$ cat config.mk
export PLATFORM = sky130hd
export DESIGN_NAME = label_element_tokenizer_unit_flat
export DESIGN_NICKNAME = d
export VERILOG_FILES = /design/src/sv/letok_pkg.sv /design/src/sv/letok_if.sv /design/src/sv/label_element_tokenizer_unit.sv /design/src/flat_wrapper.sv
export SDC_FILE = /design/constraint.sdc
export NUM_CORES = 1
export LEC_CHECK = 0
export ABC_AREA = 1
export BUFFER_PORTS_ARGS = -buffer_cell sky130_fd_sc_hd__buf_2
export CAP_MARGIN = 20
export CORE_MARGIN = 2
export CORE_UTILIZATION = 50
export CTS_CLUSTER_SIZE = 16
export DETAILED_ROUTE_END_ITERATION = 10
export GPL_TIMING_DRIVEN = 0
export PLACE_DENSITY = 0.78
export SLEW_MARGIN = 20
export SYNTH_ARGS = -nofsm -noshare
export SYNTH_HDL_FRONTEND = slang
export SYNTH_SLANG_ARGS = --single-unit
$ cat constraint.sdc
create_clock -name clk_i -period 1.75 [get_ports clk_i]
set_input_delay 0.0875 -clock clk_i [delete_from_list [all_inputs] [get_ports clk_i]]
set_output_delay 0.0875 -clock clk_i [all_outputs]
set_load 0.02 [all_outputs]
$ cat src/sv/letok_pkg.sv
package letok_pkg;

  typedef enum logic [9:0] {
    ST_START   = 10'b00_0000_0001,
    ST_KEY     = 10'b00_0000_0010,
    ST_PREEQ   = 10'b00_0000_0100,
    ST_PREVAL  = 10'b00_0000_1000,
    ST_QUOTED  = 10'b00_0001_0000,
    ST_BARE    = 10'b00_0010_0000,
    ST_POSTVAL = 10'b00_0100_0000,
    ST_UNIT    = 10'b00_1000_0000,
    ST_POSTUNT = 10'b01_0000_0000,
    ST_CR      = 10'b10_0000_0000
  } parse_state_e;

  typedef enum logic [1:0] {
    KIND_DROP  = 2'd0,
    KIND_KEY   = 2'd1,
    KIND_VALUE = 2'd2,
    KIND_UNIT  = 2'd3
  } char_kind_e;

  typedef enum logic [1:0] {
    HALT_RUN    = 2'd0,
    HALT_SYNTAX = 2'd1,
    HALT_EOI    = 2'd2
  } halt_e;

  localparam logic [7:0] CH_NUL   = 8'h00;
  localparam logic [7:0] CH_LF    = 8'h0A;
  localparam logic [7:0] CH_CR    = 8'h0D;
  localparam logic [7:0] CH_QUOTE = 8'h22;
  localparam logic [7:0] CH_EQ    = 8'h3D;
  localparam logic [7:0] CH_LT    = 8'h3C;
  localparam logic [7:0] CH_GT    = 8'h3E;
  localparam logic [7:0] CH_CARET = 8'h5E;
  localparam logic [7:0] CH_UNDER = 8'h5F;

  function automatic logic is_space(input logic [7:0] c);
    return ((c >= 8'd9) && (c <= 8'd13)) || (c == 8'd32);
  endfunction

  function automatic logic is_alpha(input logic [7:0] c);
    return ((c >= 8'd65) && (c <= 8'd90)) || ((c >= 8'd97) && (c <= 8'd122));
  endfunction

  function automatic logic is_graph(input logic [7:0] c);
    return (c >= 8'd33) && (c <= 8'd126);
  endfunction

endpackage

$ cat src/sv/letok_if.sv
interface letok_in_if;
  logic       valid;
  logic       ready;
  logic [7:0] in_byte;
  logic       end_of_input;

  modport source (output valid, output in_byte, output end_of_input, input ready);
  modport sink   (input valid, input in_byte, input end_of_input, output ready);
endinterface

interface letok_out_if;
  logic       valid;
  logic       ready;
  logic [7:0] out_char;
  logic [1:0] char_kind;
  logic       element_done;
  logic [1:0] halt_status;

  modport source (output valid, output out_char, output char_kind, output element_done,
                  output halt_status, input ready);
  modport sink   (input valid, input out_char, input char_kind, input element_done,
                  input halt_status, output ready);
endinterface

$ cat src/sv/label_element_tokenizer_unit.sv
// An accepted input word passes two registers on its way to its result word (input
// register, then the result register fed by the parser's next-state logic).
// Throughput: one word per cycle while out_o.ready stays high; a low ready stalls both stages.
// Reset (rst_ni low, async): parser returns to start-of-element, halt cleared,
// both pipeline stages empty.
module label_element_tokenizer_unit (
  input  logic        clk_i,
  input  logic        rst_ni,
  letok_in_if.sink    in_i,
  letok_out_if.source out_o
);

  logic       s1_valid_q;
  logic [7:0] s1_byte_q;
  logic       s1_eoi_q;

  letok_pkg::parse_state_e state_q, state_d;
  letok_pkg::halt_e        halt_q, halt_d;

  logic                   out_valid_q;
  logic [7:0]             out_char_q, out_char_d;
  letok_pkg::char_kind_e  kind_q, kind_d;
  logic                   done_q, done_d;
  letok_pkg::halt_e       status_q;

  logic s2_ready;
  logic advance;

  assign s2_ready = !out_valid_q || out_o.ready;
  assign advance  = s1_valid_q && s2_ready;
  assign in_i.ready = !s1_valid_q || s2_ready;

  always_ff @(posedge clk_i or negedge rst_ni) begin
    if (!rst_ni) begin
      s1_valid_q <= 1'b0;
    end else if (in_i.ready) begin
      s1_valid_q <= in_i.valid;
    end
  end

  always_ff @(posedge clk_i) begin
    if (in_i.ready && in_i.valid) begin
      s1_byte_q <= in_i.in_byte;
      s1_eoi_q  <= in_i.end_of_input;
    end
  end

  always_comb begin
    logic [7:0]              c;
    letok_pkg::parse_state_e nxt;
    letok_pkg::char_kind_e   kind;
    logic                    done;
    logic                    bad;

    c    = s1_byte_q;
    nxt  = state_q;
    kind = letok_pkg::KIND_DROP;
    done = 1'b0;
    bad  = 1'b0;

    case (state_q)
      letok_pkg::ST_KEY: begin
        if (letok_pkg::is_space(c)) nxt = letok_pkg::ST_PREEQ;
        else if (letok_pkg::is_alpha(c) || c == letok_pkg::CH_UNDER) kind = letok_pkg::KIND_KEY;
        else bad = 1'b1;
      end
      letok_pkg::ST_PREEQ: begin
        if (letok_pkg::is_space(c)) nxt = letok_pkg::ST_PREEQ;
        else if (c == letok_pkg::CH_EQ) nxt = letok_pkg::ST_PREVAL;
        else bad = 1'b1;
      end
      letok_pkg::ST_PREVAL: begin
        if (letok_pkg::is_space(c)) nxt = letok_pkg::ST_PREVAL;
        else if (c == letok_pkg::CH_QUOTE) nxt = letok_pkg::ST_QUOTED;
        else if (letok_pkg::is_graph(c)) begin
          nxt  = letok_pkg::ST_BARE;
          kind = letok_pkg::KIND_VALUE;
        end else bad = 1'b1;
      end
      letok_pkg::ST_QUOTED: begin
        if (c == letok_pkg::CH_QUOTE) nxt = letok_pkg::ST_POSTVAL;
        else kind = letok_pkg::KIND_VALUE;
      end
      letok_pkg::ST_BARE: begin
        if (letok_pkg::is_graph(c)) kind = letok_pkg::KIND_VALUE;
        else if (c == letok_pkg::CH_CR) nxt = letok_pkg::ST_CR;
        else if (c == letok_pkg::CH_LF) begin
          nxt  = letok_pkg::ST_START;
          done = 1'b1;
        end else if (letok_pkg::is_space(c)) nxt = letok_pkg::ST_POSTVAL;
        else bad = 1'b1;
      end
      letok_pkg::ST_POSTVAL: begin
        if (c == letok_pkg::CH_LT) nxt = letok_pkg::ST_UNIT;
        else if (c == letok_pkg::CH_CR) nxt = letok_pkg::ST_CR;
        else if (c == letok_pkg::CH_LF) begin
          nxt  = letok_pkg::ST_START;
          done = 1'b1;
        end else if (letok_pkg::is_space(c)) nxt = letok_pkg::ST_POSTVAL;
        else bad = 1'b1;
      end
      letok_pkg::ST_UNIT: begin
        if (c == letok_pkg::CH_GT) nxt = letok_pkg::ST_POSTUNT;
        else if (letok_pkg::is_graph(c)) kind = letok_pkg::KIND_UNIT;
        else bad = 1'b1;
      end
      letok_pkg::ST_POSTUNT: begin
        if (c == letok_pkg::CH_CR) nxt = letok_pkg::ST_CR;
        else if (c == letok_pkg::CH_LF) begin
          nxt  = letok_pkg::ST_START;
          done = 1'b1;
        end else bad = 1'b1;
      end
      letok_pkg::ST_CR: begin
        if (c == letok_pkg::CH_LF) begin
          nxt  = letok_pkg::ST_START;
          done = 1'b1;
        end else bad = 1'b1;
      end
      default: begin
        if (letok_pkg::is_space(c)) nxt = letok_pkg::ST_START;
        else if (letok_pkg::is_alpha(c) || c == letok_pkg::CH_CARET) begin
          nxt  = letok_pkg::ST_KEY;
          kind = letok_pkg::KIND_KEY;
        end else bad = 1'b1;
      end
    endcase

    state_d    = state_q;
    halt_d     = halt_q;
    out_char_d = letok_pkg::CH_NUL;
    kind_d     = letok_pkg::KIND_DROP;
    done_d     = 1'b0;

    if (halt_q != letok_pkg::HALT_RUN) begin
      halt_d = halt_q;
    end else if (s1_eoi_q) begin
      halt_d = letok_pkg::HALT_EOI;
    end else if (bad) begin
      halt_d     = letok_pkg::HALT_SYNTAX;
      out_char_d = c;
    end else begin
      state_d    = nxt;
      out_char_d = c;
      kind_d     = kind;
      done_d     = done;
    end
  end

  always_ff @(posedge clk_i or negedge rst_ni) begin
    if (!rst_ni) begin
      state_q     <= letok_pkg::ST_START;
      halt_q      <= letok_pkg::HALT_RUN;
      out_valid_q <= 1'b0;
    end else begin
      if (advance) begin
        state_q <= state_d;
        halt_q  <= halt_d;
      end
      if (s2_ready) begin
        out_valid_q <= s1_valid_q;
      end
    end
  end

  always_ff @(posedge clk_i) begin
    if (advance) begin
      out_char_q <= out_char_d;
      kind_q     <= kind_d;
      done_q     <= done_d;
      status_q   <= halt_d;
    end
  end

  assign out_o.valid        = out_valid_q;
  assign out_o.out_char     = out_char_q;
  assign out_o.char_kind    = kind_q;
  assign out_o.element_done = done_q;
  assign out_o.halt_status  = status_q;

  a_halt_sticky: assert property (@(posedge clk_i) disable iff (!rst_ni)
    (halt_q != letok_pkg::HALT_RUN) |=> (halt_q == $past(halt_q)))
    else $error("halt code changed after halting");

  a_done_is_lf: assert property (@(posedge clk_i) disable iff (!rst_ni)
    (out_valid_q && done_q) |->
      (status_q == letok_pkg::HALT_RUN && kind_q == letok_pkg::KIND_DROP &&
       out_char_q == letok_pkg::CH_LF))
    else $error("element end on a word that is not a running line feed");

  a_halted_drop: assert property (@(posedge clk_i) disable iff (!rst_ni)
    (out_valid_q && status_q != letok_pkg::HALT_RUN) |->
      (kind_q == letok_pkg::KIND_DROP && !done_q))
    else $error("halted word carries text");

  a_state_frozen: assert property (@(posedge clk_i) disable iff (!rst_ni)
    (halt_q != letok_pkg::HALT_RUN) |=> $stable(state_q))
    else $error("parser state moved while halted");

endmodule

$ cat src/flat_wrapper.sv
// flat-port wrapper written by rule: the top's interface ports become plain ports
module label_element_tokenizer_unit_flat 
  (clk_i, rst_ni, in_i_valid, in_i_in_byte, in_i_end_of_input, in_i_ready, out_o_valid, out_o_out_char, out_o_char_kind, out_o_element_done, out_o_halt_status, out_o_ready);
  letok_in_if in_i_i ();
  letok_out_if out_o_i ();
  input  logic clk_i;
  input  logic rst_ni;
  input wire logic [$bits(in_i_i.valid)-1:0] in_i_valid;
  input wire logic [$bits(in_i_i.in_byte)-1:0] in_i_in_byte;
  input wire logic [$bits(in_i_i.end_of_input)-1:0] in_i_end_of_input;
  output wire logic [$bits(in_i_i.ready)-1:0] in_i_ready;
  output wire logic [$bits(out_o_i.valid)-1:0] out_o_valid;
  output wire logic [$bits(out_o_i.out_char)-1:0] out_o_out_char;
  output wire logic [$bits(out_o_i.char_kind)-1:0] out_o_char_kind;
  output wire logic [$bits(out_o_i.element_done)-1:0] out_o_element_done;
  output wire logic [$bits(out_o_i.halt_status)-1:0] out_o_halt_status;
  input wire logic [$bits(out_o_i.ready)-1:0] out_o_ready;
  assign in_i_i.valid = in_i_valid;
  assign in_i_i.in_byte = in_i_in_byte;
  assign in_i_i.end_of_input = in_i_end_of_input;
  assign in_i_ready = in_i_i.ready;
  assign out_o_valid = out_o_i.valid;
  assign out_o_out_char = out_o_i.out_char;
  assign out_o_char_kind = out_o_i.char_kind;
  assign out_o_element_done = out_o_i.element_done;
  assign out_o_halt_status = out_o_i.halt_status;
  assign out_o_i.ready = out_o_ready;
  label_element_tokenizer_unit u_core (.clk_i(clk_i), .rst_ni(rst_ni), .in_i(in_i_i), .out_o(out_o_i));
endmodule
# [Word level (Yosys, flattened, before mapping)]
# Cells that the tools add are included.
[classes] magnitude_cmp=8 reduce_logical=20 muxes=55 bitwise=3 eq_ne=24
[op_table] op="2-to-1 mux 10 bit" count=17
[op_table] op="case mux 10 bit (9 select lines)" count=1
[op_table] op="== test 8 x 6 -> 1 bit (second input constant)" count=5
[op_table] op="less-or-equal comparator 8 x 7 -> 1 bit (second input constant)" count=3
[op_table] op="2-to-1 mux 1 bit" count=23
[op_table] op="2-to-1 mux 2 bit" count=11
[op_table] op="== test 8 x 4 -> 1 bit (second input constant)" count=2
[op_table] op="== test 8 x 7 -> 1 bit (second input constant)" count=2
[op_table] op=">= comparator 8 x 7 -> 1 bit (second input constant)" count=2
[op_table] op="case mux 2 bit (6 select lines)" count=1
[op_table] op="AND reduction 11 bit" count=1
[op_table] op="== test 10 bit (second input constant)" count=1
[op_table] op="== test 10 x 2 -> 1 bit (second input constant)" count=1
[op_table] op="== test 10 x 3 -> 1 bit (second input constant)" count=1
[op_table] op="== test 10 x 4 -> 1 bit (second input constant)" count=1
[op_table] op="== test 10 x 5 -> 1 bit (second input constant)" count=1
[op_table] op="== test 10 x 6 -> 1 bit (second input constant)" count=1
[op_table] op="== test 10 x 7 -> 1 bit (second input constant)" count=1
[op_table] op="== test 10 x 8 -> 1 bit (second input constant)" count=1
[op_table] op="== test 10 x 9 -> 1 bit (second input constant)" count=1
[op_table] op="nonzero test 10 bit" count=1
[op_table] op="case mux 1 bit (9 select lines)" count=1
[op_table] op=">= comparator 8 x 4 -> 1 bit (second input constant)" count=1
[op_table] op=">= comparator 8 x 6 -> 1 bit (second input constant)" count=1
[op_table] op="14 further kinds" count=29
[word_totals] ff_bits=36 out_inout_bits=15 word_cells=120

# [Longest topological paths before layout]
# Gate-level depths: netlist of the first run.
[logic_depth] ltp_word=11 mapped_depth=16 depth_no_buf=16

# [Worst setup path before layout of the first run]
# OpenSTA, ideal clock, no wires.
[synth_path] path_kind="register to register" startpoint="register u_core.state_q[0]" endpoint="register u_core.done_q (netlist: u_core.out_o.element_done), data pin" arrival_time_ps=1493 path_buffers=0 stages_incl_launch_ff=14 synth_period_minus_slack_ps=1753 setup_time_ps=260 path_slack_ps=-3 required_time_ps=1490 path_cell_list="dfstp_2 nor2_1 nand2_2 inv_2 nand3_1 nand2_1 nor2_2 nand3_2 nand2_1 inv_2 nand2_2 nand2_2 nand2_1 nor2_1"
[synth_via] elab_chain_len=3 word_cells_on_any_way=12
[synth_rtl] element="start, declared" line_no="label_element_tokenizer_unit.sv:17" text="letok_pkg::parse_state_e state_q, state_d;"
[synth_rtl] element="start signal, assigned" line_no="label_element_tokenizer_unit.sv:152" text="state_q <= letok_pkg::ST_START;"
[synth_rtl] element="start signal, assigned" line_no="label_element_tokenizer_unit.sv:157" text="state_q <= state_d;"
[synth_rtl] element="== test 10 bit (tied with other cells)" line_no="label_element_tokenizer_unit.sv:61" text="case (state_q)"
[synth_rtl] element="case mux 1 bit (9 select lines)" line_no="label_element_tokenizer_unit.sv:61"
[synth_rtl] element="OR reduction 3 bit (no line)"
[synth_rtl] element="end signal, assigned" line_no="label_element_tokenizer_unit.sv:170" text="done_q <= done_d;"
[synth_rtl] element="end, declared" line_no="label_element_tokenizer_unit.sv:23" text="logic done_q, done_d;"
# Parallel ways exist; a longest one is shown, timed or not.
# A chain may end at the register's enable or synchronous reset.

# [Worst setup path after layout of the first run]
[layout_path] startpoint="register u_core.s1_byte_q[1]" endpoint="register u_core.state_q[5]"
[layout_via] elab_chain_len=10 word_cells_on_any_way=64
[layout_rtl] element="start, declared" line_no="label_element_tokenizer_unit.sv:14" text="logic [7:0] s1_byte_q;"
[layout_rtl] element="start signal, assigned" line_no="label_element_tokenizer_unit.sv:43" text="s1_byte_q <= in_i.in_byte;"
[layout_rtl] element=">= comparator 8 x 4 -> 1 bit or less-or-equal comparator 8 x 4 -> 1 bit (tied branches)" line_no="letok_pkg.sv:40" text="return ((c >= 8'd9) && (c <= 8'd13)) || (c == 8'd32);"
[layout_rtl] element="logical AND 1 bit" line_no="letok_pkg.sv:40"
[layout_rtl] element="logical OR 1 bit" line_no="letok_pkg.sv:40"
[layout_rtl] element="2-to-1 mux 1 bit" line_no="label_element_tokenizer_unit.sv:90, label_element_tokenizer_unit.sv:99"
[layout_rtl] element="2-to-1 mux 1 bit" line_no="label_element_tokenizer_unit.sv:96" text="else if (c == letok_pkg::CH_LF) begin"
[layout_rtl] element="2-to-1 mux 1 bit" line_no="label_element_tokenizer_unit.sv:86" text="else if (c == letok_pkg::CH_CR) nxt = letok_pkg::ST_CR;"
[layout_rtl] element="2-to-1 mux 1 bit, on equally long branches" line_no="label_element_tokenizer_unit.sv:94, label_element_tokenizer_unit.sv:85"
[layout_rtl] element="case mux 1 bit (9 select lines)" line_no="label_element_tokenizer_unit.sv:61"
[layout_rtl] element="inverter 1 bit (no line)"
[layout_rtl] element="AND reduction 11 bit (no line)"
# Parallel ways exist; a longest one is shown, timed or not. The select of a mux whose other input is x is not followed.

==> results by group, run 1 <==
Logic synthesis
  • Yosys cell types: 28
  • EDFF count, synth: 22
  • Syn Std Cell Area: 2323 µm²
  • Syn. warnings: 0
  • Post-synth top flop: edfxtp_1
  • Avg Cell Area, Syn: 7.568 µm²
  • Synth top area cells: edfxtp_1 (28%), dfrtp_1 (14%), nand2_1 (13%)
  • Seq/Total Area, Yosys: 43.56%
  • Post-Synth XOR/XNOR Area: 0%
  • Commonest cells post-synth: nand2_1 (83), nor2_1 (45), inv_1 (33), nand3_1 (24), edfxtp_1 (22)
  • Mapped Cells: 307
  • Post-synthesis compound-gate area fraction: 4.685%
  • Most common cell in the netlist: nand2_1
  • Post-Synth Adder-Cell Area: 0%
  • Largest family of logic cells by synthesized area: simple AND/OR/NAND/NOR gates
  • Synth top area share: 28.43%
  • Largest area contributor in the netlist: edfxtp_1
  • Post-Syn Nets: 320
  • Post-synthesis mux area share: 0%
  • #FFs+latches synth: 36
  • FFs w/ async S/R, synth: 38.89%
  • Simple-gate area share of the yosys netlist: 42.33%

STA
  • RSZ-0062 raised after global routing: true
  • Fin. Hold Viols: 0
  • Hold WS: 17.13 ps
  • Worst setup margin: -253.1 ps
  • Final worst-path cycle share: 114.5%
  • Clock Skew: 5.165 ps
  • Worst Max-Slew Pin Slew: 508.6 ps
  • Worst slew margin: 66.05%
  • Post-Route Setup TNS: -3452 ps
  • Min cycle time layout: 2003 ps
  • Maximum clock rate: 499.2 MHz
  • Max Transition Viols Final: 0
  • Setup violations, final: 15

Power
  • Sw power: 0.5697 mW
  • Cell Pwr Density: 661.0 nW/µm²
  • Clock power frac: 30.3%
  • Part of the power in registers: 51.3%
  • Peak VDD IR: 0.5287 mV
  • Combinational power share: 18.4%
  • Power Total: 1.948 mW
  • Leakage Power: 1.396 nW
  • Sw frac: 29.25%
  • Int Power: 1.378 mW

Cells and area
  • Syn-to-layout area delta: 26.82%
  • Layout Nets: 383
  • Share of cells above drive strength 1: 33.15%
  • Util after Layout: 66.75%
  • Finished Layout Cells: 423
  • N_diodes: 0

Clocking
  • Clock Pin Slew Worst Setup and Hold Paths: 70 ps
  • Clock sink count: 36
  • Root buffer cell: clkbuf_8
  • CTS Buf Count: 5
  • CTS tree: built
  • Clock buffer depth: 2
  • H-tree depth: 2
  • Worst-skew pair later-pin latency: 290 ps

Routing
  • DRC: 0
  • First-pass iteration count of the detailed router: 6
  • Remaining antenna violation count: 0
  • WL final: 6102 µm
  • Vias per cell: 5.511
  • WL per Instance: 14.43 µm
  • Via count: 2331
  • Initial DRC count: 323

Setup path
  • CP delay by family, top: simple AND/OR/NAND/NOR gates
  • R2R depth: 16
  • Setup slack, reg-to-reg: -250 ps
  • Crit-path max FO: 7
  • Startpoint types: flop
  • Worst path bufs/invs: 3
  • Critical path's slowest cell: edfxtp_1
  • Crit-path max cell delay: 500 ps
  • Crit path required time: 1940 ps
  • CP endpoint kind: flop
  • RR Startpoint: u_core.s1_byte_q[1]
  • Critical path arrival: 2190 ps
  • Critical R2R Capture: u_core.state_q[5]
  • Kind of critical path: flop to flop
  • Worst-path cell chain: inv_2 > nand2_1 > nand2_1 > nand2_1 > nand2_2 > nand2_2 > buf_6 > nor2_4 > nand2_2 > nand3_2 > nor2_2 > nand2_2 > nand2_4 > buf_6 > nand4_1 > nand2_1

Global route
  • Pin count of the biggest net entering global routing: 15
  • Total track usage: 25.04%
  • Antenna violations before repair: 0
  • Number of global-route vias before repair: 2247
  • Gr ovfl total: 0
  • First-pass GRT wire length: 10050 µm

Hold path
  • WHS Endpoint: u_core.s1_valid_q
  • Hold Path Origin: in_i_valid
  • Min-Delay Path Depth: 3
  • Hold WC Path Type: primary input to flop

Placement
  • Port bufs: 27
  • Post-DP HPWL: 3693 µm
  • Placer Congestion: 0.9323
  • Placed Cells: 386

Floorplanning
  • Core ar.: 4414 µm²
  • Die footprint: 5209 µm²
  • Die outline width: 72.17 µm
  • Io pins: 28
  • Site row count: 24
  • Die span in y: 72.17 µm
  • Starting Density: 52.64%

Outcome
  • Violations in the final reports: negative setup slack
  • Status: finished with violations

Flow run
  • Max-Cap Viols: 0
worst register-to-register path: stages (launching register included):
cell      delay [ps]
edfxtp_1         500
inv_2            140
nand2_1           70
nand2_1           60
nand2_1           60
nand2_2           80
nand2_2           60
buf_6            140
nor2_4           160
nand2_2           70
nand3_2           70
nor2_2            40
nand2_2           70
nand2_4          100
buf_6            160
nand4_1           80
nand2_1           50
sequential cells by signal (all words and copies together) (netlist names):
| name | cells |
|---|---|
| u_core.state_q | 10 |
| u_core.out_o.out_char | 8 |
| u_core.s1_byte_q | 8 |
| u_core.halt_q | 2 |
| u_core.out_o.char_kind | 2 |
| u_core.out_o.halt_status | 2 |
| u_core.out_o.element_done | 1 |
| u_core.out_o.valid | 1 |
| u_core.s1_eoi_q | 1 |
| u_core.s1_valid_q | 1 |
per-stage QoR:
stage          cell area [µm²]  worst slack [ps]
3_3_place_gp              2526            -245.0
6_report                  2947            -253.1
3_5_place_dp              2526            -247.1
5_1_grt                   2947            -405.5
4_1_cts                   2909            -196.9
2_1_floorplan             2326             5.700
layer usage:
metal	wire length (µm)	global-route usage, %	vias up	share of wire [%]
met5	0	0	-	0
met4	217	11.53	0	3.6
met3	432	5.556	29	7.1
met2	3021	42.00	113	50
met1	2429	30.72	1070	40
li1	-	-	1119	-
area by class of cell:
class	instances	area (µm²)
fillers	352	1468
multi-input cells	223	1181
flip-flops and latches	36	1012
repair buffers	55	381.6
inverters	44	166.4
clock buffers	5	68.82
well taps	52	65.06
plain buffers	5	52.55
clock inverters	3	18.77
power by group through the flow:
stage               logic (mW)  clock network [mW]  registers, mW
floorplan                0.145                   0           1.06
global placement         0.269                   0           1.01
detailed placement       0.273                   0           1.02
CTS                      0.340               0.601          0.997
global route             0.386               0.632           1.00
finish                   0.358               0.590          0.999
worst max path at each step:
stage,startpoint,to,slack [ps],depth (start not counted)
after floorplan,u_core.s1_byte_q[5],u_core.state_q[3],6,15
after global placement,u_core.s1_byte_q[4],u_core.state_q[9],-250,15
after detailed placement,u_core.s1_byte_q[5],u_core.state_q[6],-250,15
after CTS,u_core.s1_byte_q[7],u_core.state_q[6],-200,13
after global routing,u_core.s1_byte_q[1],u_core.state_q[6],-410,15
final,u_core.s1_byte_q[1],u_core.state_q[5],-250,16
cell families (layout without fill, tap and decap cells):
logic type      count (synthesis)  after routing
simple gates                  203            204
compound gates                 19             19
flops                          36             36
buf+inv                        49            112
layout by cell type (no fill, tap or decap), drive strengths merged:
master | netlist | layout
edfxtp | 22 | 22
dfstp | 1 | 1
nand2 | 96 | 96
o22ai | 1 | 1
o211ai | 1 | 1
buf | 5 | 50
o21ai | 12 | 12
a21boi | 1 | 1
nor2 | 58 | 58
inv | 42 | 42
nand3b | 1 | 1
nor3 | 3 | 3
a21oi | 4 | 4
dlygate4sd3 | 0 | 10
nand3 | 30 | 31
nand4 | 15 | 15
dfrtp | 13 | 13
clkinv | 2 | 5
clkbuf | 0 | 5
what timing repair did:
action,CTS,global route
cloned,3,0
resized for setup,21,7
hold buffers,10,0
pin swaps,20,3
endpoints found under the hold margin,23,0
setup endpoints to repair,15,15
setup buffers,14,2
Note: power is estimated with default switching activity, not from simulation.
==> run 2, diff against run 1 <==
PLACE_DENSITY = 0.75   (was 0.78)
SLEW_MARGIN = 30   (was 20)
clock period = 2.3 ns   (was 1.75 ns; I/O delays follow)
==> results by group, run 2 (synthesized netlist as in run 1, its figures left out) <==
Global route
  • Gr ovfl total: 0
  • First-pass GRT wire length: 8604 µm
  • Pin count of the biggest net entering global routing: 15
  • Met3 Resource Use GR: 4.583%
  • Antenna violations before repair: 0
  • Number of global-route vias before repair: 1948
  • Most Crowded Layer GR: met2
  • Met1 Usage GRT: 28.73%
  • Met2 Usage GRT: 34.56%
  • Total track usage: 21.59%

Cells and area
  • Biggest register: u_core.state_q
  • Multi-input gate area: 1092 µm²
  • Register area: 1012 µm²
  • Most frequent cells in the layout: nand2_1 (83), nor2_1 (45), inv_1 (33)
  • N_diodes: 0
  • Syn-to-layout area delta: 16.53%
  • Layout Nets: 364
  • Util after Layout: 61.34%
  • Most common cell after layout, fill and taps aside: nand2_1
  • Fillers: 394
  • Max reg flops: 10
  • Share of cells above drive strength 1: 23.86%

Clocking
  • Clock sink count: 36
  • H-tree depth: 2
  • Root buffer cell: clkbuf_8
  • Post-CTS Setup Bufs: 0
  • PostCTS Resize Cnt: 0
  • CTS Buf Count: 5
  • Clock buffer depth: 2
  • Worst-skew pair later-pin latency: 290 ps
  • Clock Pin Slew Worst Setup and Hold Paths: 70 ps
  • CTS tree: built
  • # hold bufs at CTS: 10

Floorplanning
  • Die outline width: 72.17 µm
  • Die span in y: 72.17 µm
  • Starting Density: 52.64%
  • Core ar.: 4414 µm²
  • Site row count: 24
  • Io pins: 28
  • Die footprint: 5209 µm²

Setup path
  • CP delay by family, top: simple AND/OR/NAND/NOR gates
  • CP endpoint kind: flop
  • Critical path's slowest cell: edfxtp_1
  • Worst-path cell chain: inv_1 > nand2_2 > nor2_4 > nand2_2 > nand2_2 > buf_6 > nor2_4 > nand2_1 > nand3_2 > nor2_2 > nand2_2 > nand2_2 > nand3_4 > nand2_1 > nand2_1
  • Crit-path max FO: 10
  • Kind of critical path: flop to flop
  • Critical path arrival: 2220 ps
  • Crit-path max cell delay: 470 ps
  • Crit path required time: 2480 ps
  • Critical Path Most Common Cell: nand2_2
  • Worst path bufs/invs: 2
  • Startpoint types: flop

Power
  • Peak VDD IR: 0.3989 mV
  • Cell Pwr Density: 525.6 nW/µm²
  • Leakage Power: 1.284 nW

STA
  • Setup violations, final: 0
  • RSZ-0062 raised after global routing: false
  • Worst Max-Slew Pin Slew: 538.5 ps
  • Maximum clock rate: 489.7 MHz
  • Fin. Hold Viols: 0
  • Max Transition Viols Final: 0
  • Post-Route Setup TNS: 0 ps
  • Final worst-path cycle share: 88.79%
  • Clock Skew: 6.783 ps
  • Worst slew margin: 64.06%
  • Min cycle time layout: 2042 ps

Hold path
  • Hold WC Path Type: primary input to flop

Routing
  • DRC: 0
  • Vias per cell: 5.099
  • Via count: 2060
  • WL per Instance: 12.46 µm
  • First-pass iteration count of the detailed router: 4
  • Initial DRC count: 129
  • Remaining antenna violation count: 0
  • WL final: 5035 µm

Placement
  • Port bufs: 27
  • Post-DP HPWL: 3761 µm
  • Placer Congestion: 0.9486

Flow run
  • Max-Cap Viols: 0

Outcome
  • Status: finished clean
-- run 2: cell types whose count changed in the layout (fill, tap and decap cells not counted), moves of 3 or more --
| cell | before | now |
|---|---|---|
| nand2_1 | 76 | 83 |
| buf_6 | 7 | 4 |
| buf_4 | 16 | 1 |
| nor2_4 | 9 | 5 |
| nand2_2 | 19 | 13 |
| nor2_1 | 39 | 45 |
-- run 2: worst paths after layout --
path                            slack (ps)                 from           endpoint  depth (start not counted)
max in group asynchronous             1770               rst_ni  u_core.state_q[0]                          2
worst max register to register         260  u_core.s1_byte_q[4]  u_core.state_q[8]                         15
worst min register to register         480    u_core.state_q[0]  u_core.state_q[0]                          2
worst min-delay path                    40           in_i_valid  u_core.s1_valid_q                          3
min in group asynchronous              240               rst_ni  u_core.state_q[1]                          2
worst max-delay path                   260  u_core.s1_byte_q[4]  u_core.state_q[8]                         15
-- run 2: layout make-up --
type | count | area share (%)
well taps | 52 | 2.403
multi-input cells | 222 | 40.34
plain buffers | 5 | 1.941
clock inverters | 2 | 0.4159
inverters | 44 | 6.146
repair buffers | 37 | 8.688
clock buffers | 6 | 2.680
flip-flops and latches | 36 | 37.38
-- run 2: where the power goes --
part / switching, mW / internal [mW] / leakage [nW]
combinational: 0.146 / 0.0744 / 0.850
sequential: 0.0239 / 0.737 / 0.395
clock: 0.232 / 0.210 / 0.0388
-- run 2: tightest hold or removal path: cells and delay by family --
family | cells | cell delay, ps
buffers and inverters | 1 | 70
AND/OR/NAND/NOR | 2 | 120
-- run 2: stage by stage --
step | setup WS [ps] | hold WS, ps | area (µm²) | power, mW | std cells
after floorplan | 546.8 | -180.6 | 2323 | 0.9147 | 307
after global placement | 310.9 | 31.26 | 2524 | 0.9772 | 386
after detailed placement | 290.9 | 31.16 | 2524 | 0.9825 | 386
after CTS | 267.7 | 41.77 | 2708 | 1.435 | 404
after global routing | 16.15 | 73.44 | 2708 | 1.488 | 404
final | 257.9 | 42.19 | 2708 | 1.423 | 404
-- run 2: metal layers --
metal | vias up | wire [µm]
met5 | - | 0
met4 | 0 | 118
met3 | 12 | 219
met2 | 58 | 2306
met1 | 915 | 2391
li1 | 1075 | -
==> run 3, diff against run 2 <==
PLACE_DENSITY = 0.78   (was 0.75)
clock period = 1.79 ns   (was 2.3 ns; I/O delays follow)
==> results by group, run 3 (synthesized netlist as in run 1, its figures left out) <==
Cells and area
  • Max reg flops: 10
  • Fillers: 364
  • Biggest register: u_core.state_q
  • Syn-to-layout area delta: 24.66%
  • Most frequent cells in the layout: nand2_1 (77), nor2_1 (38), inv_1 (31)
  • N_diodes: 0
  • Finished Cell Area: 2897 µm²
  • Share of cells above drive strength 1: 32.51%
  • Layout Nets: 378
  • Most common cell after layout, fill and taps aside: nand2_1

STA
  • Fin. Hold Viols: 0
  • Final worst-path cycle share: 113.8%
  • Hold WS: 17.83 ps
  • Worst setup margin: -246.5 ps
  • Setup violations, final: 15
  • Worst slew margin: 63.16%
  • Clock Skew: 5.130 ps
  • Min cycle time layout: 2036 ps
  • Worst Max-Slew Pin Slew: 552.0 ps
  • RSZ-0062 raised after global routing: true
  • Max Transition Viols Final: 0
  • Maximum clock rate: 491.0 MHz

Clocking
  • CTS tree: built
  • H-tree depth: 2
  • Clock sink count: 36
  • Worst-skew pair later-pin latency: 300 ps
  • Clock buffer depth: 2
  • CTS Buf Count: 5
  • Clock Pin Slew Worst Setup and Hold Paths: 80 ps
  • Root buffer cell: clkbuf_8

Placement
  • Placer Congestion: 0.9569
  • Post-DP HPWL: 3811 µm
  • Dpl cell area: 2524 µm²
  • Port bufs: 27

Hold path
  • WHS Endpoint: u_core.s1_valid_q
  • Hold Path Origin: in_i_valid
  • Hold WC Path Type: primary input to flop
  • Min-Delay Path Depth: 3

Routing
  • Remaining antenna violation count: 0
  • First-pass iteration count of the detailed router: 6
  • Initial DRC count: 191
  • DRC: 0
  • Vias per cell: 5.443
  • WL final: 5755 µm
  • WL per Instance: 13.77 µm
  • Via count: 2275

Global route
  • First-pass GRT wire length: 9453 µm
  • Pin count of the biggest net entering global routing: 15
  • Gr ovfl total: 0
  • Total track usage: 23.81%
  • Antenna violations before repair: 0
  • Number of global-route vias before repair: 2066

Power
  • Peak VDD IR: 0.4676 mV
  • Leakage Power: 1.368 nW
  • Cell Pwr Density: 651.4 nW/µm²

Setup path
  • Startpoint types: flop
  • CP endpoint kind: flop
  • Kind of critical path: flop to flop
  • Critical R2R Capture: u_core.state_q[1]
  • Crit path required time: 2030 ps
  • R2R depth: 13
  • Critical path arrival: 2270 ps
  • RR Startpoint: u_core.s1_byte_q[7]
  • Crit-path max FO: 10
  • Setup slack, reg-to-reg: -250 ps

Floorplanning
  • Site row count: 24
  • Io pins: 28
  • Core ar.: 4414 µm²
  • Die outline width: 72.17 µm
  • Starting Density: 52.64%
  • Die footprint: 5209 µm²
  • Die span in y: 72.17 µm

Outcome
  • Violations in the final reports: negative setup slack
  • Status: finished with violations

Flow run
  • Max-Cap Viols: 0
[run 3: worst max-delay path by stage]
stage	start	to	slack [ps]	cells after the start
6_report	u_core.s1_byte_q[7]	u_core.state_q[1]	-250	13
5_1_grt	u_core.s1_byte_q[6]	u_core.state_q[7]	-380	15
4_1_cts	u_core.s1_byte_q[7]	u_core.state_q[1]	-190	13
3_5_place_dp	u_core.s1_byte_q[5]	u_core.state_q[6]	-220	15
3_3_place_gp	u_core.s1_byte_q[5]	u_core.state_q[9]	-200	15
2_1_floorplan	u_core.state_q[0]	u_core.out_o.element_done	40	13
[run 3: critical path, cell delays in order (launching register included)]
cell and delay [ps]:
edfxtp_1 480, nor2_4 160, nand2_2 80, nor2_2 110, nand2_2 90, nand2_2 90
buf_6 130, nor2_4 50, nor3_4 110, nand3_2 110, nor2_4 180, buf_6 180
nand4_1 120, nand2_1 80
[run 3: timing repair]
| action | 4_1_cts | 5_1_grt |
|---|---|---|
| gates resized for setup | 14 | 11 |
| setup buffers | 11 | 2 |
| cloned | 1 | 0 |
| hold endpoints to repair | 23 | 0 |
| hold buffers | 10 | 0 |
| setup endpoints to repair | 15 | 15 |
| pin swaps | 9 | 3 |
[run 3: per-stage QoR]
step | power [mW] | cells | TNS [ps] | setup WS [ps] | util, %
2_1_floorplan | 1.175 | 307 | 0 | 36.81 | -
3_3_place_gp | 1.255 | 386 | -2507 | -195.8 | 57.17
3_5_place_dp | 1.263 | 386 | -2795 | -219.9 | 57.17
4_1_cts | 1.876 | 416 | -2198 | -193.2 | 64.63
5_1_grt | 1.968 | 418 | -5138 | -383.6 | 65.62
6_report | 1.887 | 418 | -3229 | -246.5 | 65.62
[run 3: report_power, final]
| part | switching [mW] | internal [mW] |
|---|---|---|
| registers | 0.0281 | 0.946 |
| logic | 0.216 | 0.115 |
| clock network | 0.311 | 0.270 |
| total | 0.555 | 1.33 |
[run 3: cell type report]
type | instances | area, µm² | area share (%)
Buffer | 5 | 52.55 | 1.814
Clock buffer | 6 | 72.57 | 2.505
Clock inverter | 2 | 11.26 | 0.3888
Inverter | 44 | 166.4 | 5.745
Multi-Input combinational cell | 223 | 1184 | 40.86
Sequential cell | 36 | 1012 | 34.95
Tap cell | 52 | 65.06 | 2.246
Timing Repair Buffer | 50 | 332.8 | 11.49
[run 3: layer usage]
| metal | track usage (%) | vias up | wire [µm] |
|---|---|---|---|
| met1 | 32.19 | 1022 | 2501 |
| met4 | 10.48 | 0 | 215 |
| met3 | 5.139 | 27 | 432 |
| met5 | 0 | - | 0 |
| li1 | - | 1104 | - |
| met2 | 36.90 | 122 | 2605 |
